<file path="config.mk">
export PLATFORM = sky130hd
export DESIGN_NAME = ges_div
export DESIGN_NICKNAME = d
export VERILOG_FILES = /design/src/sv/ges_div.sv
export SDC_FILE = /design/constraint.sdc
export NUM_CORES = 1
export LEC_CHECK = 0
export ABC_AREA = 1
export BUFFER_PORTS_ARGS = -buffer_cell sky130_fd_sc_hd__buf_4
export CAP_MARGIN = 20
export CORE_UTILIZATION = 55
export DETAILED_ROUTE_END_ITERATION = 10
export PLACE_DENSITY = 0.81
export SETUP_SLACK_MARGIN = 0.1
export SYNTH_ARGS = -nofsm -noshare
export SYNTH_HDL_FRONTEND = slang
export SYNTH_SLANG_ARGS = --single-unit
</file>
<file path="constraint.sdc">
create_clock -name clk_i -period 6.2 [get_ports clk_i]
set_input_delay 0.31 -clock clk_i [delete_from_list [all_inputs] [get_ports clk_i]]
set_output_delay 0.31 -clock clk_i [all_outputs]
set_load 0.005 [all_outputs]
</file>
<file path="src/sv/ges_div.sv">
// Restoring signed divider: truncating quotient of a 64-bit dividend by a 32-bit divisor.
module ges_div (
  input  logic               clk_i,
  input  logic               rst_ni,
  input  logic               start_i,
  input  logic signed [63:0] dividend_i,
  input  logic signed [31:0] divisor_i,
  output logic               done_o,
  output logic signed [64:0] quotient_o
);

  logic [63:0] num_q, num_d;
  logic [31:0] den_q, den_d;
  logic [64:0] rem_q, rem_d;
  logic        neg_q, neg_d;
  logic [6:0]  cnt_q, cnt_d;
  logic        busy_q, busy_d;
  logic        done_q, done_d;
  logic [64:0] trial;

  always_comb begin
    num_d  = num_q;
    den_d  = den_q;
    rem_d  = rem_q;
    neg_d  = neg_q;
    cnt_d  = cnt_q;
    busy_d = busy_q;
    done_d = 1'b0;
    trial  = {rem_q[63:0], num_q[63]} - {33'd0, den_q};
    if (start_i) begin
      num_d  = dividend_i[63] ? 64'(-dividend_i) : dividend_i;
      den_d  = divisor_i[31] ? 32'(-divisor_i) : divisor_i;
      neg_d  = dividend_i[63] ^ divisor_i[31];
      rem_d  = '0;
      cnt_d  = 7'd0;
      busy_d = 1'b1;
    end else if (busy_q) begin
      // quotient bits shift into num from the bottom
      if (!trial[64]) begin
        rem_d = trial;
        num_d = {num_q[62:0], 1'b1};
      end else begin
        rem_d = {rem_q[63:0], num_q[63]};
        num_d = {num_q[62:0], 1'b0};
      end
      cnt_d = cnt_q + 7'd1;
      if (cnt_q == 7'd63) begin
        busy_d = 1'b0;
        done_d = 1'b1;
      end
    end
  end

  always_ff @(posedge clk_i or negedge rst_ni) begin
    if (!rst_ni) begin
      busy_q <= 1'b0;
      done_q <= 1'b0;
      cnt_q  <= '0;
    end else begin
      busy_q <= busy_d;
      done_q <= done_d;
      cnt_q  <= cnt_d;
    end
  end

  always_ff @(posedge clk_i) begin
    num_q <= num_d;
    den_q <= den_d;
    rem_q <= rem_d;
    neg_q <= neg_d;
  end

  assign done_o     = done_q;
  assign quotient_o = neg_q ? -$signed({1'b0, num_q}) : $signed({1'b0, num_q});

endmodule

</file>
-- After elaboration in Yosys (flattened, before gate mapping)
Index checks and enable logic that the tools add are counted.
- input bits: 99
- output and inout bits: 66
- register bits: 170
- logic and storage cells: 31
- mux-type cells: 15
- equal/unequal tests: 1
- bitwise logic cells: 1
- add/sub/neg operators: 5
- reductions and logical operators: 1
- operator list (cell ; number):
    2-to-1 mux 64 bit ; 4
    2-to-1 mux 65 bit ; 1
    negator 64 -> 65 bit ; 1
    subtractor 65 x 32 -> 65 bit ; 1
    negator 64 bit ; 1
    negator 32 bit ; 1
    2-to-1 mux 31 bit ; 1
    2-to-1 mux 7 bit ; 2
    adder 7 x 1 -> 7 bit, second input constant ; 1
    equality test 7 x 6 -> 1 bit, second input constant ; 1
    2-to-1 mux 1 bit ; 7
    nonzero test 2 bit ; 1
    bitwise XOR 1 bit ; 1

-- Logic depth before layout (Yosys ltp)
Gate-level depths: netlist of the first run.
- depth in word-level cells: 4
- mapped depth: 19
- depth with buffers taken out: 18

-- Worst setup path after synthesis of the first run
No wires, ideal clock.
- path type: register to register
- from: reg busy_q
- to: reg num_q[0] (enable)
- setup slack: 2.955 ns
- data required time: 5.746 ns
- period minus slack after synthesis: 3.245 ns
- cell stages (with the launch flop): 5
- data arrival time: 2.791 ns
- path buffers: 2
- cell sequence: dfrtp_1 > clkbuf_1 > nor2_1 > inv_1 > clkbuf_1
- word-level cells in the longest chain between the ends: 1
- ends and longest elaborated chain (item ; RTL line ; source):
    from (decl) ; 17 ; logic busy_q, busy_d;
    from (signal assigned) ; 60 ; busy_q <= busy_d;
    nonzero test 2 bit (no source line) ; - ;
    to (signal assigned) ; 67 ; num_q <= num_d;
    to (decl) ; 12 ; logic [63:0] num_q, num_d;
Every way passes these cells.
A chain may end at the register's enable or synchronous reset.

-- Worst setup path after layout of the first run
- from: reg num_q[26]
- to: out quotient_o[60]
- word-level cells in the longest chain between the ends: 2
- ends and longest elaborated chain (item ; RTL line ; source):
    negator 64 -> 65 bit ; 74 ; assign quotient_o = neg_q ? -$signed({1'b0, num_q}) : $signed({1'b0, num_q});
    2-to-1 mux 65 bit ; 74 ;
    to (decl) ; 9 ; output logic signed [64:0] quotient_o
Every way passes these cells.

==> results of run 1 <==
-- state kept, by name, summed over array words and instances (netlist names) --
register  cells
neg_q         1
rem_q        64
cnt_q         7
den_q        32
busy_q        1
num_q        64
done_o        1
-- per-layer routing --
metal  track usage, %  vias up  share of wire, %
li1                 -     8604                 -
met1            46.48     7931                40
met2            61.37      859                46
met3            4.885      173               7.9
met4            22.25        0               6.1
met5                0        -                 0
-- cells in the final DEF, fill, tap and decap left out, types with 2 or more instances in the layout --
master      count
dfrtp_1         9
clkinv_8        6
nand2_2        10
nand4_1        60
clkinv_4        2
nor4_1          9
xor2_1        117
nor3b_1         2
a31oi_1        13
inv_2          16
nand3_1       199
nand3b_1        9
nor2_4          2
a21oi_2         2
ha_1           36
nor2_1        308
inv_1         447
clkinv_1        5
o31ai_1         3
nand2_4         3
clkinvlp_4      2
o21ai_1        25
xnor2_1        45
nand2_1       865
o211ai_1        4
inv_8           2
o21ai_0       126
edfxtp_1       97
a21oi_1        56
inv_6           3
buf_4         174
clkbuf_16      17
nor3_1         44
or2_2           3
nor2_2         18
dfxtp_1        64
-- through the flow --
step / instance area, µm² / hold slack, ps / cells
2_1_floorplan: 15990 / 14.41 / 2668
3_3_place_gp: 17500 / 136.0 / 3164
3_5_place_dp: 17500 / 137.9 / 3164
4_1_cts: 18110 / 36.83 / 3197
5_1_grt: 18110 / 38.04 / 3197
6_report: 18120 / 52.31 / 3198
-- worst paths after layout --
kind                       cells after the start        endpoint         start
max in group asynchronous                      2        cnt_q[2]        rst_ni
hold reg to reg                                1          done_o      cnt_q[6]
setup / recovery                               9  quotient_o[60]     num_q[26]
min in group asynchronous                      2        cnt_q[0]        rst_ni
hold / removal                                 1        den_q[0]  divisor_i[0]
setup reg to reg                              18       rem_q[16]     num_q[63]
-- power breakdown --
group | total, W | leakage [nW] | switching [W] | internal [W]
Combinational | 0.00409 | 7.22 | 0.00275 | 0.00134
Clock | 0.00111 | 0.285 | 0.000570 | 0.000543
Sequential | 0.00171 | 1.67 | 0.000241 | 0.00147
-- worst register-to-register path: stages (launching register included) --
cell and delay (ps):
edfxtp_1 320, inv_1 120, ha_1 260, fa_1 410
inv_1 90, nand3_1 80, nand2_2 120, nand2_1 70
nand2_2 110, nand2_2 70, nand2_4 70, nand2_4 90
nand3_2 100, nand2_1 60, nand2_2 360, buf_4 560
nand2_1 160, nand3_1 110, o21ai_0 100
-- cell type report --
| type | instances | area, µm² | share of cell area [%] |
|---|---|---|---|
| diodes | 1 | 2.502 | 0.01381 |
| clock buffers | 17 | 425.4 | 2.348 |
| clock inverters | 15 | 178.9 | 0.9876 |
| inverters | 469 | 1762 | 9.724 |
| multi-input cells | 1967 | 9533 | 52.62 |
| flip-flops and latches | 170 | 4419 | 24.39 |
| well taps | 384 | 480.5 | 2.652 |
| repair buffers | 175 | 1316 | 7.265 |
-- logic make-up after synthesis --
| logic type | Yosys count | share of synthesized area (%) |
|---|---|---|
| AOI/OAI and AO/OA | 233 | 7.714 |
| xor gates and xnor gates | 162 | 8.872 |
| adders and majority gates | 37 | 2.942 |
| buffers and inverters | 531 | 12.78 |
| DFF | 170 | 27.63 |
| and+or+nand+nor | 1535 | 40.06 |
==> flow_summary_export.csv, run 1 <==
group,metric,value,unit
status,status,"finished, final reports clean",
clocking,cts_buffers,17,
die,ios,165,
worst_setup_path,cpMostUsedCell,"nand4_1",
drt,viasPerCell,5.493,
worst_setup_path,critical_path_peak_fanout,4,
die,row_count,62,
die,core_area,0.02863,mm²
logic_synthesis,synthFlopType,"edfxtp_1",
clocking,clk_path_buf_depth,2,
drt,dr.pass1.iters,6,
final_layout,drive_gt1_share,9.421,%
power,p_leak,9.172,nW
worst_setup_path,criticalPathCategory,"reg2out",
worst_setup_path,path_buf_inv,2,
final_layout,n_fill_cell,2740,
clocking,cts_setup_buffers,0,
sta,min_period_over_period,57.17,%
global_route,grt_use_total,37.24,%
logic_synthesis,synth_area,0.01599,mm²
clocking,cts_sinks,170,
worst_setup_path,path_delay_family,"simple AND/OR/NAND/NOR gates",
logic_synthesis,seq_area_frac_synth,27.63,%
sta,rsz0062_at_grt,"no",
final_layout,utilization,63.29,%
worst_setup_path,required,5890,ps
final_layout,area_growth,13.28,%
worst_setup_path,r2r_slack,2790,ps
worst_setup_path,cpMaxStageDelayCell,"nor2_1",
drt,wl,55490,µm
die,die_y,172.5,µm
logic_synthesis,syn_area_per_cell,5.994,µm²
global_route,grt_pass1_wl,87060,µm
clocking,cts_max_level,4,
power,max-vdd-ir-drop,417.4,µV
sta,hold_viol_final,0,
clocking,cts_tree,"yes",
sta,setup_slack,2655,ps
logic_synthesis,synth-edff-count,97,
drt,vias,17567,
placed_design,place.gp.congestion,1.073,
sta,final_max_slew_viol_count,0,
sta,max_freq,282.1,MHz
worst_setup_path,cpPeakStageDelay,600,ps
placed_design,dp_slack,2837,ps
final_layout,nets,2936,
placed_design,portBuffers,164,
drt,avgRoutedWirePerCell,17.35,µm
die,die_area,0.02976,mm²
drt,final_antenna_net_count,0,
logic_synthesis,synth_area_leader_cell,"nand2_1",
run,max-cap-violations,0,
logic_synthesis,synth.distinct_cells,42,
logic_synthesis,synth_common_cells,"nand2_1 (865), inv_1 (448), nor2_1 (309)",
die,initial_core_util,55.87,%
power,power_density,381.6,mW/mm²
clocking,cts-resized-gates,0,
logic_synthesis,yosysMostFrequentCell,"nand2_1",
sta,finalClockSkew,10.48,ps
global_route,globalRouteOverflowTotal,0,
logic_synthesis,synth_area_leaders,"nand2_1 (20%), edfxtp_1 (18%), inv_1 (11%), dfxtp_1 (8.0%), nor2_1 (7.3%)",
drt,drc,0,
logic_synthesis,ys_warn_count,0,
global_route,grt_max_degree,73,
global_route,antenna_found_initial,2,
global_route,grt_pass1_vias,16610,
clocking,cts.reportedPaths.clkPinSlew,80,ps
clocking,clk_latency,460,ps
logic_synthesis,synthArstFlopShare,5.294,%
drt,drt_iter0_markers,1887,
clocking,ctsHoldBuffers,1,
logic_synthesis,yosysTopAreaCellShare,20.30,%
power,fin_total_pwr,0.006914,W
worst_setup_path,crit_chain,"inv_1 -> nand4_1 -> nor2_1 -> nand4_1 -> nand3b_1 -> xor2_1 -> nand2_1 -> o21ai_0 -> buf_4",
worst_setup_path,crit_arrival,3230,ps
worst_setup_path,cp-start-kind,"flip-flop",
sta,fin_crit,3545,ps
sta,worst_slew_pin_slew,924.6,ps
clocking,cts-root-buf,"clkbuf_16",
die,die_x,172.5,µm
logic_synthesis,synth_cells,2668,
placed_design,dp_hpwl,43490,µm
sta,finalSetupViolCount,0,
worst_hold_path,hold_class,"in2reg",
sta,slew_headroom,37.98,%
sta,fin_setup_tns,0,ps
logic_synthesis,syn_nets,2804,
logic_synthesis,ys_ff_latch,170,
worst_setup_path,endpoint_kind,"output pin",
Note: power is estimated with default switching activity, not from simulation.
==> run 2: changes to the inputs <==
--- a/config.mk
+++ b/config.mk
@@ -10,7 +10,7 @@
 export CAP_MARGIN = 20
 export CORE_UTILIZATION = 55
 export DETAILED_ROUTE_END_ITERATION = 10
-export PLACE_DENSITY = 0.81
+export PLACE_DENSITY = 0.84
 export SETUP_SLACK_MARGIN = 0.1
 export SYNTH_ARGS = -nofsm -noshare
 export SYNTH_HDL_FRONTEND = slang
==> constraint.sdc (replaced) <==
create_clock -name clk_i -period 3 [get_ports clk_i]
set_input_delay 0.15 -clock clk_i [delete_from_list [all_inputs] [get_ports clk_i]]
set_output_delay 0.15 -clock clk_i [all_outputs]
set_load 0.005 [all_outputs]
==> flow_summary_export.csv, run 2 (same netlist as run 1, synthesis figures left out) <==
group,metric,value,unit
clocking,cts_sinks,170,
drt,avgRoutedWirePerCell,18.25,µm
global_route,antenna_found_initial,0,
worst_setup_path,cpPeakStageDelay,440,ps
status,status,"finished, final reports clean",
global_route,grt_use_total,38.61,%
power,power_density,800.8,mW/mm²
worst_hold_path,hold_class,"in2reg",
worst_setup_path,reg2reg_to,"num_q[0]",
sta,finalClockSkew,13.54,ps
die,initial_core_util,55.87,%
worst_setup_path,cpMaxStageDelayCell,"edfxtp_1",
drt,wl,58960,µm
sta,hold_viol_final,0,
clocking,cts_max_level,4,
final_layout,nets,2969,
worst_setup_path,criticalPathCategory,"reg2out",
placed_design,place.gp.congestion,1.049,
final_layout,largestRegisters,"num_q: 64 flops, rem_q: 64 flops, den_q: 32 flops",
worst_setup_path,critical_path_peak_fanout,5,
die,die_y,172.5,µm
worst_setup_path,crit_arrival,2780,ps
worst_setup_path,r2r_slack,250,ps
die,core_area,0.02863,mm²
worst_setup_path,crit_chain,"nor2_1 -> nand4_1 -> nor2_4 -> nand2_2 -> nor2_4 -> buf_4 -> nand3_1 -> o21ai_0 -> nand2_1 -> xor2_1 -> buf_4",
placed_design,dp_hpwl,46100,µm
final_layout,area_growth,16.62,%
clocking,cts_tree,"yes",
drt,dr.pass1.iters,6,
power,p_leak,9.424,nW
sta,worst_slew_pin_slew,680.7,ps
sta,rsz0062_at_grt,"yes",
worst_setup_path,reg2reg_from,"num_q[63]",
sta,finalSetupViolCount,0,
sta,slew_headroom,54.57,%
final_layout,drive_gt1_share,11.31,%
sta,setup_slack,66.55,ps
placed_design,portBuffers,164,
worst_setup_path,required,2850,ps
clocking,cts.reportedPaths.clkPinSlew,70,ps
worst_setup_path,r2r_cells,16,
sta,max_freq,340.9,MHz
worst_setup_path,path_delay_family,"simple AND/OR/NAND/NOR gates",
drt,drt_iter0_markers,1820,
sta,fin_setup_tns,0,ps
run,max-cap-violations,0,
sta,final_max_slew_viol_count,0,
sta,fin_crit,2933,ps
clocking,cts_buffers,17,
sta,min_period_over_period,97.78,%
global_route,grt_pass1_wl,90320,µm
worst_setup_path,cp-start-kind,"flip-flop",
worst_hold_path,hp-start,"divisor_i[4]",
drt,viasPerCell,5.536,
final_layout,final_cell_mix,"nand2_1 (859), inv_1 (444), nor2_1 (297)",
clocking,cts-root-buf,"clkbuf_16",
worst_setup_path,path_buf_inv,2,
clocking,clk_path_buf_depth,2,
sta,worst_hold_slack,30.83,ps
global_route,globalRouteOverflowTotal,0,
worst_hold_path,whs_path_depth,2,
worst_hold_path,hold_path_end,"den_q[4]",
drt,final_antenna_net_count,0,
power,max-vdd-ir-drop,410.0,µV
global_route,grt_max_degree,56,
drt,drc,0,
clocking,clk_latency,440,ps
die,die_x,172.5,µm
drt,vias,17881,
global_route,grt_pass1_vias,16996,
placed_design,dp_slack,303.7,ps
final_layout,utilization,65.15,%
final_layout,n_antenna_cell,0,
die,row_count,62,
power,fin_total_pwr,0.01493,W
final_layout,final_common_cell,"nand2_1",
worst_setup_path,endpoint_kind,"output pin",
die,ios,165,
die,die_area,0.02976,mm²
==> run 2: cell count changes in the layout (fill, tap and decap cells not counted), moves of 6 or more <==
cell	change
buf_4	+25
clkinv_8	-6
nand2_1	-6
nor2_1	-11
nor2_4	+10
==> run 2: cell type report <==
cell class                      instances  area, µm²
Timing Repair Buffer                  208       1655
Tap cell                              384      480.5
Clock buffer                           24      524.3
Multi-Input combinational cell       1967       9703
Sequential cell                       170       4419
Clock inverter                          8      103.9
Fill cell                            2628       9975
Inverter                              469       1764
==> run 2: how the worst max path moves through the flow <==
stage | from | to | depth (start not counted)
detailed placement | num_q[63] | rem_q[19] | 18
global route | num_q[4] | quotient_o[61] | 11
finish | num_q[4] | quotient_o[61] | 11
floorplan | num_q[63] | rem_q[31] | 19
global placement | num_q[63] | rem_q[17] | 18
CTS | num_q[1] | quotient_o[46] | 16
==> run 2: through the flow <==
| step | instance area, µm² | std cells |
|---|---|---|
| after detailed placement | 17650 | 3177 |
| after global placement | 17650 | 3177 |
| after floorplan | 15990 | 2668 |
| after global routing | 18650 | 3230 |
| final | 18650 | 3230 |
| after CTS | 18360 | 3214 |
==> run 2: metal layers <==
metal  GRT usage [%]  vias to the layer above  share of wire (%)
met5               0                        -                  0
met3           6.101                      164                8.2
met4           20.31                        0                5.5
li1                -                     8654                  -
met2           65.91                      919                 47
met1           46.71                     8144                 39
==> run 2: what timing repair did <==
item	in CTS	in global routing
gates cloned	0	2
hold endpoints to repair	10	0
resized for setup	15	35
setup buffers	3	14
hold buffers	2	0
setup endpoints to repair	12	50
pin swaps	5	9
==> run 2: power by group <==
group | internal, W | total (W) | leakage, nW | switching [W]
logic | 0.00305 | 0.00897 | 7.45 | 0.00592
registers | 0.00304 | 0.00357 | 1.67 | 0.000526
clock network | 0.00140 | 0.00239 | 0.305 | 0.000994
==> run 2: worst reg2reg max path: stages (launching register included) <==
cell	delay, ps
edfxtp_1	340
inv_1	60
ha_1	230
fa_1	420
inv_1	110
nand3_1	90
nand2_2	130
nand2_1	80
nand2_2	110
nand2_2	80
nand2_4	90
nand2_4	90
nand3_2	100
nand2_2	60
nand2_4	170
clkbuf_16	230
o21ai_1	80
==> run 3: changes to the inputs <==
--- a/config.mk
+++ b/config.mk
@@ -5,10 +5,9 @@
 export SDC_FILE = /design/constraint.sdc
 export NUM_CORES = 1
 export LEC_CHECK = 0
-export ABC_AREA = 1
 export BUFFER_PORTS_ARGS = -buffer_cell sky130_fd_sc_hd__buf_4
 export CAP_MARGIN = 20
-export CORE_UTILIZATION = 55
+export CORE_UTILIZATION = 54
 export DETAILED_ROUTE_END_ITERATION = 10
 export PLACE_DENSITY = 0.84
 export SETUP_SLACK_MARGIN = 0.1
==> flow_summary_export.csv, run 3 <==
group,metric,value,unit
logic_synthesis,synth_common_cells,"nand2_1 (157), nor2_1 (147), xnor2_1 (118)",
final_layout,largestRegisters,"num_q: 64 flops, rem_q: 64 flops, den_q: 32 flops",
sta,hold_viol_final,0,
power,p_leak,7.105,nW
worst_setup_path,required,2850,ps
worst_setup_path,cpMaxStageDelayCell,"or4_4",
sta,min_period_over_period,117.8,%
logic_synthesis,ys_ff_latch,170,
drt,vias,14456,
die,die_y,155.5,µm
clocking,cts_max_level,4,
placed_design,dp_hpwl,27370,µm
drt,wl,47300,µm
run,max-cap-violations,0,
logic_synthesis,synth_xor_area_share,13.22,%
global_route,antenna_found_initial,0,
worst_setup_path,setup.worst_path.start,"num_q[15]",
clocking,clk_path_buf_depth,2,
power,power_density,838.4,mW/mm²
worst_setup_path,cp-start-kind,"flip-flop",
drt,viasPerCell,6.809,
final_layout,area_growth,39.24,%
clocking,cts-root-buf,"clkbuf_16",
logic_synthesis,synthFlopType,"edfxtp_1",
logic_synthesis,synth_cells,1510,
power,max-vdd-ir-drop,555.9,µV
clocking,cts.reportedPaths.clkPinSlew,80,ps
drt,final_antenna_net_count,0,
sta,rsz0062_at_grt,"yes",
global_route,grt_pass1_vias,12698,
logic_synthesis,synth.distinct_cells,82,
placed_design,place.gp.congestion,0.9656,
status,violations,"negative setup slack",
logic_synthesis,seq_area_frac_synth,34.75,%
logic_synthesis,synth_area,0.01272,mm²
final_layout,final_cell_mix,"buf_4 (312), nor2_1 (143), nand2_1 (127)",
die,core_area,0.02285,mm²
worst_setup_path,crit_path_end,"quotient_o[58]",
worst_setup_path,path_delay_family,"simple AND/OR/NAND/NOR gates",
sta,setup_slack,-535.1,ps
worst_setup_path,r2r_slack,-260,ps
worst_setup_path,path_buf_inv,1,
clocking,cts_buffers,17,
final_layout,final_common_cell,"buf_4",
worst_setup_path,cpPeakStageDelay,570,ps
die,ios,165,
logic_synthesis,synth_mux_area_share,0.7969,%
sta,slew_headroom,25.71,%
die,row_count,55,
final_layout,nets,1933,
placed_design,portBuffers,164,
worst_setup_path,crit_arrival,3390,ps
sta,finalClockSkew,11.76,ps
logic_synthesis,syn_area_per_cell,8.422,µm²
placed_design,dp_slack,-87.28,ps
drt,dr.pass1.iters,7,
sta,max_freq,282.9,MHz
clocking,cts_tree,"yes",
logic_synthesis,synth-edff-count,97,
die,die_area,0.02417,mm²
sta,fin_setup_tns,-19210,ps
sta,final_max_slew_viol_count,0,
power,fin_total_pwr,0.01485,W
logic_synthesis,synth_area_leaders,"edfxtp_1 (23%), dfxtp_1 (10%), xnor2_1 (8.1%), xor2_1 (5.1%), nand2_1 (4.6%)",
drt,avgRoutedWirePerCell,22.28,µm
logic_synthesis,syn_nets,1646,
die,die_x,155.5,µm
logic_synthesis,yosysTopAreaCellShare,22.90,%
worst_setup_path,reg2reg_from,"den_q[0]",
worst_setup_path,crit_chain,"or4_4 -> nor4_4 -> and4bb_2 -> nand3_4 -> or4_4 -> or3_4 -> o31ai_4 -> xnor2_1 -> buf_4",
logic_synthesis,synthArstFlopShare,5.294,%
global_route,grt_pass1_wl,63100,µm
logic_synthesis,yosys.area_share.simple,22.12,%
drt,drt_iter0_markers,2174,
final_layout,n_antenna_cell,0,
worst_setup_path,cpMostUsedCell,"or4_4",
clocking,cts_sinks,170,
logic_synthesis,yosysMostFrequentCell,"nand2_1",
worst_setup_path,critical_path_peak_fanout,2,
worst_setup_path,endpoint_kind,"output pin",
status,status,"complete, but fails checks",
worst_setup_path,reg2reg_to,"rem_q[44]",
sta,finalSetupViolCount,97,
worst_hold_path,hold_class,"in2reg",
final_layout,drive_gt1_share,32.38,%
global_route,grt_max_degree,82,
sta,fin_crit,3535,ps
logic_synthesis,synth-compound-area-share,21.09,%
worst_setup_path,path_depth,9,
logic_synthesis,synth_area_leader_cell,"edfxtp_1",
logic_synthesis,ys_warn_count,0,
drt,drc,0,
clocking,clk_latency,450,ps
worst_setup_path,r2r_cells,12,
sta,worst_slew_pin_slew,1114,ps
sta,worst_hold_slack,2.254,ps
logic_synthesis,synth_top_family_by_area,"simple AND/OR/NAND/NOR gates",
global_route,grt_use_total,32.49,%
global_route,globalRouteOverflowTotal,0,
final_layout,n_fill_cell,1282,
logic_synthesis,synth-adder-area-share,3.699,%
worst_setup_path,criticalPathCategory,"reg2out",
die,initial_core_util,55.66,%
run 3: changes by cell type after synthesis, sizes merged, moves of 56 or more:
cell   before  now
xnor2      45  118
nand3     200   25
o21ai     151   95
nand2     878  158
inv       463   55
nor2      328  147
run 3: worst min path at each step:
stage	start	to	slack, ps	cells after the start
2_1_floorplan	rst_ni	busy_q	-150	0
3_3_place_gp	rst_ni	cnt_q[4]	-20	1
3_5_place_dp	rst_ni	done_o	-20	1
4_1_cts	divisor_i[22]	den_q[22]	0.9	2
5_1_grt	divisor_i[5]	den_q[5]	7	2
6_report	divisor_i[22]	den_q[22]	2	2
run 3: routing by layer:
layer  GRT usage [%]  part of all wire [%]  vias to the layer above  wire length, µm
met5               0                     0                        -                0
met4           15.27                   6.7                        0             3178
met3           4.875                    10                      374             4792
met1           42.14                    37                     6728            17360
met2           53.28                    46                     1200            21960
li1                -                     -                     6154                -
run 3: cells by family after synthesis:
group / Yosys count
fa+ha+maj: 37
xor+xnor: 192
simple gates: 556
flops: 170
mux: 10
compound gates: 406
buf+inv: 139
run 3: cell type report:
cell class	count	area, µm²	share of cell area (%)
tap	313	391.6	2.212
multi-input combinational	1202	9090	51.34
sequential	170	4420	24.96
timing repair buffer	351	3010	17.00
clock inverter	14	158.9	0.8974
inverter	55	206.4	1.166
clock buffer	18	429.2	2.424
run 3: report_power, final:
group / internal (W) / total (W) / switching, W
sequential: 0.00301 / 0.00364 / 0.000624
clock: 0.00125 / 0.00231 / 0.00106
combinational: 0.00395 / 0.00889 / 0.00494
run 3: per-stage QoR:
step / std cells / cell area [µm²] / util [%]
floorplan: 1510 / 12740 / -
global placement: 2047 / 15140 / 66.29
detailed placement: 2047 / 15140 / 66.29
CTS: 2097 / 16450 / 72.00
global route: 2123 / 17710 / 77.50
finish: 2123 / 17710 / 77.50
run 3: what timing repair did:
| action | 4_1_cts | 5_1_grt |
|---|---|---|
| endpoints found under the setup margin | 100 | 112 |
| resized for setup | 111 | 190 |
| setup buffers | 11 | 20 |
| pin swaps | 38 | 117 |
| hold buffers | 4 | 0 |
| hold endpoints to repair | 13 | 0 |
| gates cloned | 3 | 8 |
